--- src/rtl/complex_arithmetic_unit_defines.svh ---
// Assertion helpers used by the RTL output stage (cau_back).
`ifndef COMPLEX_ARITHMETIC_UNIT_DEFINES_SVH
`define COMPLEX_ARITHMETIC_UNIT_DEFINES_SVH
`ifndef SYNTHESIS
`define CAU_ASSERT(lbl, clk, rst_n, prop, msg) \
	lbl: assert property (@(posedge clk) disable iff (!rst_n) prop) else $error(msg);
`define CAU_ASSERT_IMPL(lbl, clk, rst_n, ante, cons, msg) \
	lbl: assert property (@(posedge clk) disable iff (!rst_n) (ante) |-> (cons)) else $error(msg);
`define CAU_ASSERT_NEXT(lbl, clk, rst_n, ante, cons, msg) \
	lbl: assert property (@(posedge clk) disable iff (!rst_n) (ante) |=> (cons)) else $error(msg);
`else
`define CAU_ASSERT(lbl, clk, rst_n, prop, msg)
`define CAU_ASSERT_IMPL(lbl, clk, rst_n, ante, cons, msg)
`define CAU_ASSERT_NEXT(lbl, clk, rst_n, ante, cons, msg)
`endif
`endif

--- src/rtl/cau_pkg.sv ---
package cau_pkg;

	localparam int DATA_WIDTH_DEF = 16;
	localparam int FRAC_BITS_DEF  = 8;

	typedef enum logic [1:0] {
		OP_ADD = 2'd0,
		OP_SUB = 2'd1,
		OP_MUL = 2'd2,
		OP_DIV = 2'd3
	} cau_op_t;

	localparam logic [1:0] ST_OK      = 2'd0;
	localparam logic [1:0] ST_DIVZERO = 2'd1;
	localparam logic [1:0] ST_SAT     = 2'd2;

	// per-request control carried down the divider pipe
	typedef struct packed {
		logic is_div;
		logic div_zero;
		logic neg_re;
		logic neg_im;
		logic ovf_re;
		logic ovf_im;
		logic val_sat;
	} cau_flags_t;

endpackage

--- src/rtl/cau_div_stage.sv ---
// One restoring-division step: decides quotient bit BIT for both parts.
module cau_div_stage #(
	parameter int DATA_WIDTH = cau_pkg::DATA_WIDTH_DEF,
	parameter int REM_WIDTH  = 3 * DATA_WIDTH + 2,
	parameter int BIT        = 0
) (
	input  logic                         clk,
	input  logic                         arst_n,
	input  logic                         in_valid,
	output logic                         in_ready,
	input  cau_pkg::cau_flags_t          in_flags,
	input  logic signed [DATA_WIDTH-1:0] in_val_re,
	input  logic signed [DATA_WIDTH-1:0] in_val_im,
	input  logic [REM_WIDTH-1:0]         in_rem_re,
	input  logic [REM_WIDTH-1:0]         in_rem_im,
	input  logic [REM_WIDTH-1:0]         in_dd,
	input  logic [DATA_WIDTH-1:0]        in_q_re,
	input  logic [DATA_WIDTH-1:0]        in_q_im,
	output logic                         out_valid,
	input  logic                         out_ready,
	output cau_pkg::cau_flags_t          out_flags,
	output logic signed [DATA_WIDTH-1:0] out_val_re,
	output logic signed [DATA_WIDTH-1:0] out_val_im,
	output logic [REM_WIDTH-1:0]         out_rem_re,
	output logic [REM_WIDTH-1:0]         out_rem_im,
	output logic [REM_WIDTH-1:0]         out_dd,
	output logic [DATA_WIDTH-1:0]        out_q_re,
	output logic [DATA_WIDTH-1:0]        out_q_im
);
	logic valid_s1;

	assign in_ready  = !valid_s1 || out_ready;
	assign out_valid = valid_s1;

	always_ff @(posedge clk or negedge arst_n) begin
		if (!arst_n) valid_s1 <= 1'b0;
		else if (in_ready) valid_s1 <= in_valid;
	end

	logic [REM_WIDTH-1:0]  shifted;
	logic                  ge_re, ge_im;
	logic [DATA_WIDTH-1:0] q_re_nxt, q_im_nxt;

	assign shifted = in_dd << BIT;
	assign ge_re   = in_rem_re >= shifted;
	assign ge_im   = in_rem_im >= shifted;

	always_comb begin
		q_re_nxt      = in_q_re;
		q_im_nxt      = in_q_im;
		q_re_nxt[BIT] = ge_re;
		q_im_nxt[BIT] = ge_im;
	end

	always_ff @(posedge clk) begin
		if (in_ready && in_valid) begin
			out_flags  <= in_flags;
			out_val_re <= in_val_re;
			out_val_im <= in_val_im;
			out_dd     <= in_dd;
			out_rem_re <= ge_re ? in_rem_re - shifted : in_rem_re;
			out_rem_im <= ge_im ? in_rem_im - shifted : in_rem_im;
			out_q_re   <= q_re_nxt;
			out_q_im   <= q_im_nxt;
		end
	end
endmodule

--- config.mk ---
export PLATFORM = sky130hd
export DESIGN_NAME = cau_div_stage
export DESIGN_NICKNAME = d
export VERILOG_FILES = /design/src/rtl/complex_arithmetic_unit_defines.svh /design/src/rtl/cau_pkg.sv /design/src/rtl/cau_div_stage.sv
export SDC_FILE = /design/constraint.sdc
export NUM_CORES = 1
export LEC_CHECK = 0
export BUFFER_PORTS_ARGS = -buffer_cell sky130_fd_sc_hd__buf_2
export CORE_MARGIN = 3
export CORE_UTILIZATION = 23
export DETAILED_ROUTE_END_ITERATION = 12
export PLACE_DENSITY_LB_ADDON = 0.12
export SLEW_MARGIN = 20
export SYNTH_ARGS = -nofsm -noshare
export SYNTH_HDL_FRONTEND = slang
export SYNTH_SLANG_ARGS = --single-unit
--- constraint.sdc ---
create_clock -name clk -period 14.38 [get_ports clk]
set_input_delay 0.719 -clock clk [delete_from_list [all_inputs] [get_ports clk]]
set_output_delay 0.719 -clock clk [all_outputs]
set_load 0.005 [all_outputs]
# Yosys cells after proc, flatten, opt, wreduce, memory -nomap -nowiden
# Cells that the tools add are included.
# Widths: inputs -> output; s select.
# word_totals
regBits	222
inputBits	225
output_inout_bits	223
word_cells	24
# classes
addsub	2
n_lt_le_gt_ge	2
mux	2
n_reduce_logical	3
# ops
cell	n
$ge 50x50->1	2
$mux 50	2
$sub 50x50->50	2
$logic_and 1x1->1	1
$logic_not 1->1	1
$logic_or 1x1->1	1

# Longest topological paths before layout
# logic_depth
ltp_word	3
depth_mapped	15
mapped_depth_nobuf	14

# Worst setup path after synthesis
# Ideal clock, no wire load.
# synth_path
path_kind	input -> register
start	input out_ready
end	register out_dd[0], enable pin
setup_ns	0.610
arrival_time_ns	5.920
required_time_ns	13.770
slack_ns	7.850
path_stages	2
n_path_buf	0
path_cell_list	nand2b_1 and2_1
# synth_between
elab_chain_len	2
# synth_rtl
item	line	text
start, declared	cau_div_stage.sv:20	input logic out_ready,
$logic_or 1x1->1	cau_div_stage.sv:32	assign in_ready = !valid_s1 || out_ready;
$logic_and 1x1->1	cau_div_stage.sv:56	if (in_ready && in_valid) begin
end signal, assigned	cau_div_stage.sv:60	out_dd <= in_dd;
end, declared	cau_div_stage.sv:26	output logic [REM_WIDTH-1:0] out_dd,
# No other way between the ends.
# A chain may end at the register's enable or synchronous reset.

# Final worst setup path
# layout_path
start	input in_rem_im[0]
end	register out_rem_im[10] (data pin)
# layout_between
elab_chain_len	2
word_cells_on_any_way	3
classes_between	1 x add/sub; 1 x order compare; 1 x mux
# layout_rtl
item	line	text
start, declared	cau_div_stage.sv:15	input logic [REM_WIDTH-1:0] in_rem_im,
$sub 50x50->50 / $ge 50x50->1 (equally long branches)	cau_div_stage.sv:62, cau_div_stage.sv:46	
$mux 50 *	cau_div_stage.sv:62	out_rem_im <= ge_im ? in_rem_im - shifted : in_rem_im;
end signal, assigned	cau_div_stage.sv:62	
end, declared	cau_div_stage.sv:25	output logic [REM_WIDTH-1:0] out_rem_im,
# Every way passes the cells marked *; elsewhere a longest branch is shown, timed or not.

==> results.cfg <==
[outcome]
run_status = finished, final reports clean

[clocking]
insertion_delay_ns = 0.57
cts_buffer_depth = 3
clk_pin_slew_worst_paths_ns = 0.07
postCtsSetupBuffers = 0
htreeDepth = 1
hold_buffers = 1
clockRootBuffer = clkbuf_16
cts_resized = 0
cts_num_sinks = 222
cts_tree = yes
numCtsBuffers = 28

[layout]
layout-drive-gt1-share_pct = 30.3
nets = 2105
final_common_cell = buf_2
final_cell_mix = buf_2, edfxtp_1, a21oi_1
instances_no_fill = 2630
final_core_util_pct = 30.0
fill_cells = 6364
syn_to_final_growth_pct = 28.0
design_area_um2 = 18300

[floorplanning]
rows = 90
io_pins = 448
die_width_um = 255
die_area_um2 = 65200
initial_core_util_pct = 23.5
design.core.area_um2 = 60900
die_h_um = 255

[global_routing]
grt_use_total_pct = 16.1
grt_pass1_vias = 12400
grt_max_degree = 162
grt-ovfl-total = 0
antenna_found_initial = 3
grt_pass1_wl_mm = 79.9

[critical_path]
critPathArrivalTime_ns = 4.94
startpoint_type = primary input
end_kind = register
worstPathRequired_ns = 14.70
cp_max_fo = 52
crit_type = primary input to register
rrSetupSlack_ns = 11.90

[worst_hold_path]
min_path_type = primary input to register

[yosys]
ys_seq_area_share_pct = 46.6
synth_area_um2 = 14300
syn_area_per_cell_um2 = 10.5
syn_inst = 1359
synth-edff-count = 221
ys_ff_latch = 222
syn_nets = 1686
ys_types = 79
ys.flop_type = edfxtp_1
ys_warn_count = 0
ys_async_sr_fraction_pct = 0.450

[sta]
min_period_ns = 4.63
fin_skew_ns = 0.00690
setup_viol_count_final = 0
tightest_slew_ns = 1.09
rsz0062_at_grt = false
whs_ns = 0.331
worst_slack_ns = 9.75
fin_setup_tns_ns = 0
slew_headroom_pct = 26.7
finalMaxSlewViolations = 0
period_share_pct = 32.2
fmax_mhz = 216
hold_viol = 0

[detailed_routing]
drt_wl_total_mm = 55.2
wl_per_cell_um = 21.0
vias_per_cell = 4.64
drc = 0
drtPass1Iterations = 5
num_vias = 12200
drt_iter0_drc = 596
ant_nets = 0

[power_and_ir_drop]
combPwrFrac_pct = 25.5
power_mw = 2.04
p_seq_share_pct = 38.8
ir_drop_uv = 60.8
p_sw_share_pct = 29.5
p_sw_mw = 0.602
leakage_nw = 7.89
power_frac_clock_pct = 35.7
intPower_mw = 1.44
cellPowerDensity_nw_per_um2 = 111

[job]
cap_violations = 0

[place]
dp_slack_ns = 9.03
placed_cell_area_um2 = 17300
place_inst = 2575
io_buffers = 445
routabilityCongestion = 0.820
dp.final_hpwl_mm = 45.0
-- critical path: stages --
cell and delay, ns:
buf_2 0.11, inv_1 0.05, ha_1 0.16, inv_1 0.05, fa_1 0.41, a21oi_1 0.28, o22ai_1 0.21, o2111a_1 0.36
o211ai_1 0.34, a31oi_1 0.22, nor3_1 0.54, o31a_1 0.21, buf_4 0.22, inv_2 0.27, buf_4 0.41, mux2_1 0.38
-- power groups by stage --
| stage | clock network (mW) | logic, mW | registers (mW) |
|---|---|---|---|
| after global routing | 0.786 | 0.578 | 0.795 |
| after detailed placement | 0 | 0.526 | 0.804 |
| after CTS | 0.763 | 0.530 | 0.791 |
| after floorplan | 0 | 0.318 | 0.819 |
| final | 0.728 | 0.521 | 0.790 |
| after global placement | 0 | 0.527 | 0.803 |
-- synth_stat cells, types with 5 or more instances --
| library cell | n | area [um^2] |
|---|---|---|
| o21bai_1 | 18 | 135 |
| nor4_1 | 5 | 31.3 |
| o22ai_1 | 5 | 31.3 |
| and3_1 | 9 | 56.3 |
| a21boi_0 | 8 | 60.1 |
| o211ai_1 | 8 | 60.1 |
| o21ai_1 | 11 | 55.1 |
| a21o_1 | 68 | 510 |
| nand4_1 | 35 | 219 |
| a211oi_1 | 9 | 67.6 |
| o31ai_1 | 9 | 67.6 |
| xor2_1 | 32 | 280 |
| clkbuf_1 | 47 | 176 |
| nor2b_1 | 10 | 62.6 |
| a31oi_1 | 10 | 62.6 |
| buf_2 | 8 | 40.0 |
| ha_1 | 100 | 1250 |
| nor2_1 | 109 | 409 |
| a21oi_1 | 142 | 711 |
| mux2_1 | 8 | 90.1 |
| mux2_4 | 37 | 556 |
| nand2_1 | 76 | 285 |
| xnor2_1 | 48 | 420 |
| and2_1 | 9 | 56.3 |
| o21ai_0 | 61 | 305 |
| nand3_1 | 34 | 170 |
| inv_1 | 80 | 300 |
| edfxtp_1 | 221 | 6640 |
| nand2b_1 | 9 | 56.3 |
| or3_1 | 9 | 56.3 |
| o21a_1 | 16 | 120 |
| nor3_1 | 21 | 105 |
-- logic make-up (layout without fill, tap and decap cells) --
group | Yosys count | count (layout) | share of synthesized area [%]
adder cells (fa/ha/maj) | 102 | 102 | 9.03
XOR/XNOR | 80 | 80 | 4.90
AND/OR/NAND/NOR | 350 | 350 | 12.0
flip-flops | 222 | 222 | 46.6
other | 0 | 2 | 0
buffers and inverters | 143 | 584 | 4.05
AO/OA/AOI/OAI | 413 | 413 | 18.6
multiplexers | 49 | 49 | 4.81
-- state kept, by name, indices dropped and copies added (netlist names) --
register / flops
out_dd: 50
out_flags: 7
out_val_re: 16
out_q_re: 16
out_rem_im: 50
out_rem_re: 50
out_q_im: 16
out_valid: 1
out_val_im: 16
-- final timing paths --
kind	start	endpoint	cells past startpoint
min	in_q_re[9]	out_q_re[9]	1
max	in_rem_im[0]	out_rem_im[10]	16
max in group asynchronous	arst_n	out_valid	2
min reg2reg	out_valid	out_valid	2
min in group asynchronous	arst_n	out_valid	2
max reg2reg	out_valid	out_rem_im[44]	3
-- layout make-up --
cell class / count / area, um^2 / area share (%)
antenna: 2 / 5.00 / 0.0274
sequential: 222 / 6660 / 36.4
clock buffer: 40 / 807 / 4.41
timing repair buffer: 450 / 2280 / 12.5
multi-input combinational: 994 / 7060 / 38.6
tap: 828 / 1040 / 5.66
inverter: 82 / 310 / 1.70
clock inverter: 12 / 136 / 0.746
-- layer usage --
| metal | vias up | part of all wire (%) | global-route usage (%) |
|---|---|---|---|
| met5 | - | 0.042 | 0 |
| met4 | 4 | 1.8 | 3.42 |
| met3 | 54 | 6.9 | 4.21 |
| met2 | 360 | 46 | 26.5 |
| met1 | 5836 | 46 | 21.3 |
| li1 | 5944 | - | - |
Note: power is estimated with default switching activity, not from simulation.
