==> src/rtl/complex_arithmetic_unit_defines.svh <==
// Assertion helpers used by the RTL output stage (cau_back).
`ifndef COMPLEX_ARITHMETIC_UNIT_DEFINES_SVH
`define COMPLEX_ARITHMETIC_UNIT_DEFINES_SVH
`ifndef SYNTHESIS
`define CAU_ASSERT(lbl, clk, rst_n, prop, msg) \
	lbl: assert property (@(posedge clk) disable iff (!rst_n) prop) else $error(msg);
`define CAU_ASSERT_IMPL(lbl, clk, rst_n, ante, cons, msg) \
	lbl: assert property (@(posedge clk) disable iff (!rst_n) (ante) |-> (cons)) else $error(msg);
`define CAU_ASSERT_NEXT(lbl, clk, rst_n, ante, cons, msg) \
	lbl: assert property (@(posedge clk) disable iff (!rst_n) (ante) |=> (cons)) else $error(msg);
`else
`define CAU_ASSERT(lbl, clk, rst_n, prop, msg)
`define CAU_ASSERT_IMPL(lbl, clk, rst_n, ante, cons, msg)
`define CAU_ASSERT_NEXT(lbl, clk, rst_n, ante, cons, msg)
`endif
`endif

==> src/rtl/cau_pkg.sv <==
package cau_pkg;

	localparam int DATA_WIDTH_DEF = 16;
	localparam int FRAC_BITS_DEF  = 8;

	typedef enum logic [1:0] {
		OP_ADD = 2'd0,
		OP_SUB = 2'd1,
		OP_MUL = 2'd2,
		OP_DIV = 2'd3
	} cau_op_t;

	localparam logic [1:0] ST_OK      = 2'd0;
	localparam logic [1:0] ST_DIVZERO = 2'd1;
	localparam logic [1:0] ST_SAT     = 2'd2;

	// per-request control carried down the divider pipe
	typedef struct packed {
		logic is_div;
		logic div_zero;
		logic neg_re;
		logic neg_im;
		logic ovf_re;
		logic ovf_im;
		logic val_sat;
	} cau_flags_t;

endpackage

==> src/rtl/cau_res_if.sv <==
interface cau_res_if #(
	parameter int DATA_WIDTH = cau_pkg::DATA_WIDTH_DEF
);
	logic                         valid;
	logic                         ready;
	logic signed [DATA_WIDTH-1:0] res_re;
	logic signed [DATA_WIDTH-1:0] res_im;
	logic [1:0]                   status;

	modport source (output valid, res_re, res_im, status, input ready);
	modport sink   (input valid, res_re, res_im, status, output ready);
endinterface

==> src/rtl/cau_back.sv <==
// Output stage: quotient sign and clamp, status, result register.
`include "complex_arithmetic_unit_defines.svh"
module cau_back #(
	parameter int DATA_WIDTH = cau_pkg::DATA_WIDTH_DEF
) (
	input  logic                         clk,
	input  logic                         arst_n,
	input  logic                         in_valid,
	output logic                         in_ready,
	input  cau_pkg::cau_flags_t          in_flags,
	input  logic signed [DATA_WIDTH-1:0] in_val_re,
	input  logic signed [DATA_WIDTH-1:0] in_val_im,
	input  logic [DATA_WIDTH-1:0]        in_q_re,
	input  logic [DATA_WIDTH-1:0]        in_q_im,
	cau_res_if.source                    res
);
	localparam int W = DATA_WIDTH;
	localparam logic [W-1:0] MAXV = {1'b0, {(W - 1){1'b1}}};
	localparam logic [W-1:0] MINV = {1'b1, {(W - 1){1'b0}}};

	logic valid_q;

	assign in_ready  = !valid_q || res.ready;
	assign res.valid = valid_q;

	always_ff @(posedge clk or negedge arst_n) begin
		if (!arst_n) valid_q <= 1'b0;
		else if (in_ready) valid_q <= in_valid;
	end

	function automatic logic [W:0] div_fix(input logic [W-1:0] q, input logic neg,
		input logic ovf);
		logic sat;
		sat = neg ? (ovf | (q[W-1] & (|q[W-2:0]))) : (ovf | q[W-1]);
		if (sat) return {1'b1, neg ? MINV : MAXV};
		return {1'b0, neg ? -q : q};
	endfunction

	logic [W:0]   dfix_re, dfix_im;
	logic [W-1:0] re_nxt, im_nxt;
	logic [1:0]   st_nxt;

	assign dfix_re = div_fix(in_q_re, in_flags.neg_re, in_flags.ovf_re);
	assign dfix_im = div_fix(in_q_im, in_flags.neg_im, in_flags.ovf_im);

	always_comb begin
		priority if (in_flags.div_zero) begin
			re_nxt = '0;
			im_nxt = '0;
			st_nxt = cau_pkg::ST_DIVZERO;
		end else if (in_flags.is_div) begin
			re_nxt = dfix_re[W-1:0];
			im_nxt = dfix_im[W-1:0];
			st_nxt = (dfix_re[W] | dfix_im[W]) ? cau_pkg::ST_SAT : cau_pkg::ST_OK;
		end else begin
			re_nxt = in_val_re;
			im_nxt = in_val_im;
			st_nxt = in_flags.val_sat ? cau_pkg::ST_SAT : cau_pkg::ST_OK;
		end
	end

	always_ff @(posedge clk) begin
		if (in_ready && in_valid) begin
			res.res_re <= $signed(re_nxt);
			res.res_im <= $signed(im_nxt);
			res.status <= st_nxt;
		end
	end

	`CAU_ASSERT_IMPL(a_divz_zero, clk, arst_n, res.valid && res.status == cau_pkg::ST_DIVZERO, res.res_re == '0 && res.res_im == '0, "divide by zero with nonzero result")
	`CAU_ASSERT_IMPL(a_status_code, clk, arst_n, res.valid, res.status == cau_pkg::ST_OK || res.status == cau_pkg::ST_DIVZERO || res.status == cau_pkg::ST_SAT, "undefined status code")
	`CAU_ASSERT_NEXT(a_load, clk, arst_n, in_valid && in_ready, res.valid, "request lost at output register")
endmodule

==> src/flat_wrapper.sv <==
// flat-port wrapper written by rule: the top's interface ports become plain ports
module cau_back_flat 
#(
	parameter int DATA_WIDTH = cau_pkg::DATA_WIDTH_DEF
)
  (clk, arst_n, in_valid, in_ready, in_flags, in_val_re, in_val_im, in_q_re, in_q_im, res_valid, res_res_re, res_res_im, res_status, res_ready);
  cau_res_if #(.DATA_WIDTH(DATA_WIDTH)) res_i ();
  input  logic clk;
  input  logic arst_n;
  input  logic in_valid;
  output logic in_ready;
  input  cau_pkg::cau_flags_t in_flags;
  input  logic signed [DATA_WIDTH-1:0] in_val_re;
  input  logic signed [DATA_WIDTH-1:0] in_val_im;
  input  logic [DATA_WIDTH-1:0] in_q_re;
  input  logic [DATA_WIDTH-1:0] in_q_im;
  output wire logic [$bits(res_i.valid)-1:0] res_valid;
  output wire logic [$bits(res_i.res_re)-1:0] res_res_re;
  output wire logic [$bits(res_i.res_im)-1:0] res_res_im;
  output wire logic [$bits(res_i.status)-1:0] res_status;
  input wire logic [$bits(res_i.ready)-1:0] res_ready;
  assign res_valid = res_i.valid;
  assign res_res_re = res_i.res_re;
  assign res_res_im = res_i.res_im;
  assign res_status = res_i.status;
  assign res_i.ready = res_ready;
  cau_back #(.DATA_WIDTH(DATA_WIDTH)) u_core (.clk(clk), .arst_n(arst_n), .in_valid(in_valid), .in_ready(in_ready), .in_flags(in_flags), .in_val_re(in_val_re), .in_val_im(in_val_im), .in_q_re(in_q_re), .in_q_im(in_q_im), .res(res_i));
endmodule
==> config.mk <==
export PLATFORM = sky130hd
export DESIGN_NAME = cau_back_flat
export DESIGN_NICKNAME = d
export VERILOG_FILES = /design/src/rtl/cau_pkg.sv /design/src/rtl/cau_res_if.sv /design/src/rtl/cau_back.sv /design/src/flat_wrapper.sv
export VERILOG_INCLUDE_DIRS = /design/src /design/src/rtl
export SDC_FILE = /design/constraint.sdc
export NUM_CORES = 1
export LEC_CHECK = 0
export ABC_AREA = 1
export BUFFER_PORTS_ARGS = -buffer_cell sky130_fd_sc_hd__buf_2
export CAP_MARGIN = 30
export CORE_MARGIN = 3
export CORE_UTILIZATION = 25
export CTS_BUF_LIST = sky130_fd_sc_hd__clkbuf_4 sky130_fd_sc_hd__clkbuf_8
export CTS_CLUSTER_DIAMETER = 200
export CTS_CLUSTER_SIZE = 30
export DETAILED_ROUTE_END_ITERATION = 8
export GPL_TIMING_DRIVEN = 0
export SYNTH_ARGS = -nofsm -noshare
export SYNTH_HDL_FRONTEND = slang
export SYNTH_SLANG_ARGS = --single-unit
==> constraint.sdc <==
create_clock -name clk -period 3.7 [get_ports clk]
set_input_delay 0 -clock clk [delete_from_list [all_inputs] [get_ports clk]]
set_output_delay 0 -clock clk [all_outputs]
set_load 0.01 [all_outputs]
# [After elaboration in Yosys (flattened, before gate mapping)]
# Index checks and enable logic that the tools add are counted.
[op_classes] mux=17 add_sub_neg=2 eq_ne=0 div=0 reduce_logical=5 n_bitwise=7 mul=0 magnitude_cmp=0 n_shift=0
[op_table] op="$mux 16" count=6
[op_table] op="$mux 17" count=4
[op_table] op="$neg 16->16" count=2
[op_table] op="$reduce_or 15->1" count=2
[op_table] op="$mux 2" count=3
[op_table] op="$or 1x1->1" count=5
[op_table] op="$mux 1" count=4
[op_table] op="$and 1x1->1" count=2
[op_table] op="$logic_and 1x1->1" count=1
[op_table] op="$logic_not 1->1" count=1
[op_table] op="$logic_or 1x1->1" count=1
[totals] output_inout_bits=36 reg_bits=35 n_memories=0 input_bits=75 mem_bits_rw=0 elab_cells=35 romBits=0 latch_bits=0

# [Longest topological paths before layout]
[depth] depth_word=9 depth_mapped=10 ltp_nobuf=10

# [Least setup slack after synthesis]
# OpenSTA, ideal clock, no wires.
[synth_path] path_type="reg-to-reg" startpoint="register u_core.valid_q (netlist: u_core.res.valid)" endpoint="register u_core.res.res_im[0], enable pin" n_path_buf=0 required_ps=3263 path_stages_with_launch=2 setup_time_ps=437 slack_ps=1129 synth_period_minus_slack_ps=2571 arrival_time_ps=2134 cell_sequence="dfrtp_1 a21oi_1"
[synth_between] elab_chain_cells=3
[synth_rtl] item="start: declaration" line_no="cau_back.sv:21" rtl="logic valid_q;"
[synth_rtl] item="start signal: assignment" line_no="cau_back.sv:28" rtl="else if (in_ready) valid_q <= in_valid;"
[synth_rtl] item="$logic_not 1->1" line_no="cau_back.sv:23" rtl="assign in_ready = !valid_q || res.ready;"
[synth_rtl] item="$logic_or 1x1->1" line_no="cau_back.sv:23"
[synth_rtl] item="$logic_and 1x1->1" line_no="cau_back.sv:63" rtl="if (in_ready && in_valid) begin"
[synth_rtl] item="end signal: assignment" line_no="cau_back.sv:65" rtl="res.res_im <= $signed(im_nxt);"
[synth_rtl] item="end: declaration" line_no="cau_res_if.sv:10" rtl="modport source (output valid, res_re, res_im, status, input ready);"
# No other way between the ends.
# A chain may end at the register's enable or synchronous reset.

==> flow_summary_export.csv <==
group,metric,value,unit
die,start_util,26.0,%
grt,use_met3,3.40,%
grt,antenna_found_initial,0,
pwr,power-per-cell-area,307,nW/um^2
synth,synth_most_common_cell,"nand2_1",
clock_tree,clk_pin_slew,70,ps
setup_path,worstPathMaxFanout,10,
synth,synthTopCellsByCount,"nand2_1, nor2_1, o21ai_0",
grt,grtUsageTotal,14.0,%
die,die-width,105,um
die,core,9370,um^2
setup_path,cp.required,3830,ps
grt,grt_first_pass_wirelength,12400,um
sta,min_period,1620,ps
setup_path,end_kind,"register",
synth,yosysTopAreaCellShare,42.0,%
pwr,vdd_drop_max,123,uV
clock_tree,h-tree-depth,2,
die,dieArea,11000,um^2
synth,synth_fp_nets,402,
route,dr.pass1.iters,4,
sta,hold_viol_final,0,
synth,synth_ff_type,"edfxtp_1",
finish,final.fill_count,1044,
setup_path,rr_endpoint,"u_core.res.status[1]$_SDFFCE_PP0P_",
die,row_count,35,
route,routed_wl,7750,um
sta,fin_ws,2080,ps
setup_path,path_cells,"dlygate4sd3_1, buf_2, inv_1, clkbuf_1, clkbuf_1, o21ai_0, a21oi_1",
die,num_io_pins,111,
grt,grt_max_degree,21,
sta,setup_tns,0,ps
synth,yosys.area.top_type,"edfxtp_1",
finish,final_layout_size_suffix_gt1_share,29.4,%
sta,rsz0062_at_grt,"no",
synth,synth-seq-cells,35,
grt,grt_pass1_vias,2571,
setup_path,critPathBufInv,5,
setup_path,cp-start-kind,"input port",
job,cap_viol_max_count,0,
setup_path,path_delay_family,"buffers and inverters",
setup_path,r2r_start,"u_core.res.valid$_DFFE_PN0N_",
clock_tree,insertion_delay,290,ps
setup_path,rrSetupSlack,2220,ps
pwr,leakage,1.46,nW
place,dp_slack,2000,ps
synth,yosys_warnings,0,
clock_tree,numCtsBuffers,5,
route,antenna_left,0,
finish,nets,522,
setup_path,critPathArrivalTime,1750,ps
clock_tree,clock_path_buffers,2,
synth,avgSynthCellArea,7.49,um^2
worst_hold_path,hp-start,"res_ready",
sta,final_max_slew_viol_count,0,
setup_path,crit_type,"input port to register",
setup_path,critical_path_depth,7,
finish,register_area,1050,um^2
sta,setup_viol,0,
finish,syn2layout_area_growth,35.5,%
synth,synth_cells,325,
setup_path,worstRegToRegCells,2,
worst_hold_path,min_delay_path_depth,4,
clock_tree,cts_tree,"yes",
synth,ys_types,24,
die,die_y,105,um
sta,final.setup_skew,5.34,ps
clock_tree,postCtsSetupBuffers,0,
grt,grtUsageMet1,17.1,%
synth,yosysSeqAreaShare,43.0,%
place,dpl.hpwl,6310,um
grt,grtUsageMet2,25.0,%
sta,tightest_slew,592,ps
sta,slew_headroom,60.4,%
worst_hold_path,hold_class,"input port to register",
setup_path,cp_common_cell,"clkbuf_1",
finish,multi_input_area,1240,um^2
route,vias,2576,
finish,utilization,35.2,%
route,drt_iter0_drc,138,
setup_path,critPathMaxStageDelay,540,ps
sta,max_freq,618,MHz
place,port_buffers,109,
synth,synth_area,2430,um^2
route,drt-vias-per-instance,4.48,
synth,ys_async_sr_fraction,2.86,%
worst_hold_path,min_to,"u_core.res.valid$_DFFE_PN0N_",
grt,overflow,0,
outcome,outcome,"completed",
sta,final.period_utilization,43.7,%
clock_tree,root_buffer,"clkbuf_8",
synth,synthTopCellsByArea,"edfxtp_1, nand2_1, o21ai_0, a21oi_1, nor2_1",
setup_path,slowest_stage,"dlygate4sd3_1",
route,drc,0,
route,wl_per_cell,13.5,um
synth,synth_edf_count,34,
grt,grt.busiest_layer,"met2",
finish,diodes,0,
clock_tree,clkSinkCount,35,
place,routabilityCongestion,0.862,
[cell type report]
type                            instances  share of cell area (%)
Multi-Input combinational cell        253                    37.6
Sequential cell                        35                    31.7
Timing Repair Buffer                  113                    18.3
Tap cell                              129                    4.89
Inverter                               24                    2.73
Clock buffer                            7                    2.54
Buffer                                 13                    2.09
Clock inverter                          1                   0.152
[power by group]
part	switching [mW]	internal, mW	total, mW
Clock	0.144	0.147	0.291
Combinational	0.145	0.101	0.246
Sequential	0.00695	0.467	0.474
Total	0.296	0.715	1.01
[worst register-to-register path: stages, from the launching register on]
cell and delay [ps]:
dfrtp_1 420, a21oi_4 520, buf_16 240
[state kept, by name (all words and copies together), names as in the netlist]
signal and flops:
u_core.res.status 2, u_core.res.valid 1, u_core.res.res_re 16, u_core.res.res_im 16
[cell usage in the layout (no fill, tap or decap), drive strengths merged, types with 2 or more instances in the layout]
cell type	count
nand3b	4
nand2	81
buf	113
a21oi	37
dlygate4sd3	3
o21ai	38
nand3	29
edfxtp	34
xor2	8
clkbuf	16
ha	2
nor2	40
xnor2	6
or2	5
inv	24
[worst max-delay path by stage]
stage | from | endpoint
CTS | in_flags[5] | u_core.res.res_im[4]$_SDFFCE_PP0P_
finish | in_flags[5] | u_core.res.res_im[4]$_SDFFCE_PP0P_
global route | in_flags[5] | u_core.res.res_im[3]$_SDFFCE_PP0P_
floorplan | u_core.res.valid$_DFFE_PN0N_ | u_core.res.res_im[0]$_SDFFCE_PP0P_
detailed placement | in_q_re[0] | u_core.res.res_re[2]$_SDFFCE_PP0P_
global placement | u_core.res.valid$_DFFE_PN0N_ | u_core.res.res_re[4]$_SDFFCE_PP0P_
[kinds of logic after synthesis]
| logic type | share of synthesized area, % |
|---|---|
| buffers and inverters | 6.53 |
| DFF | 43.0 |
| adders and majority gates | 1.03 |
| xor gates and xnor gates | 5.04 |
| and+or+nand+nor | 27.5 |
| AOI/OAI and AO/OA | 16.9 |
[per-layer routing]
metal,wire (um),vias to the layer above
li1,-,1332
met1,3380,1169
met2,3820,71
met3,477,4
met4,61,0
met5,0,-
[through the flow]
stage               cell area [um^2]  hold slack (ps)  std cells  power (mW)
detailed placement              3180             -221        564       0.729
CTS                             3300             5.50        575        1.02
finish                          3300             8.48        575        1.01
global placement                3140             -223        563       0.721
global route                    3300             15.6        575        1.07
floorplan                       2430             -296        325       0.614
[what timing repair did]
action                    4_1_cts  5_1_grt
hold buffers                    3        0
resized for setup               0        0
hold endpoints to repair        3        0
Power figures use the tool's default switching activity.
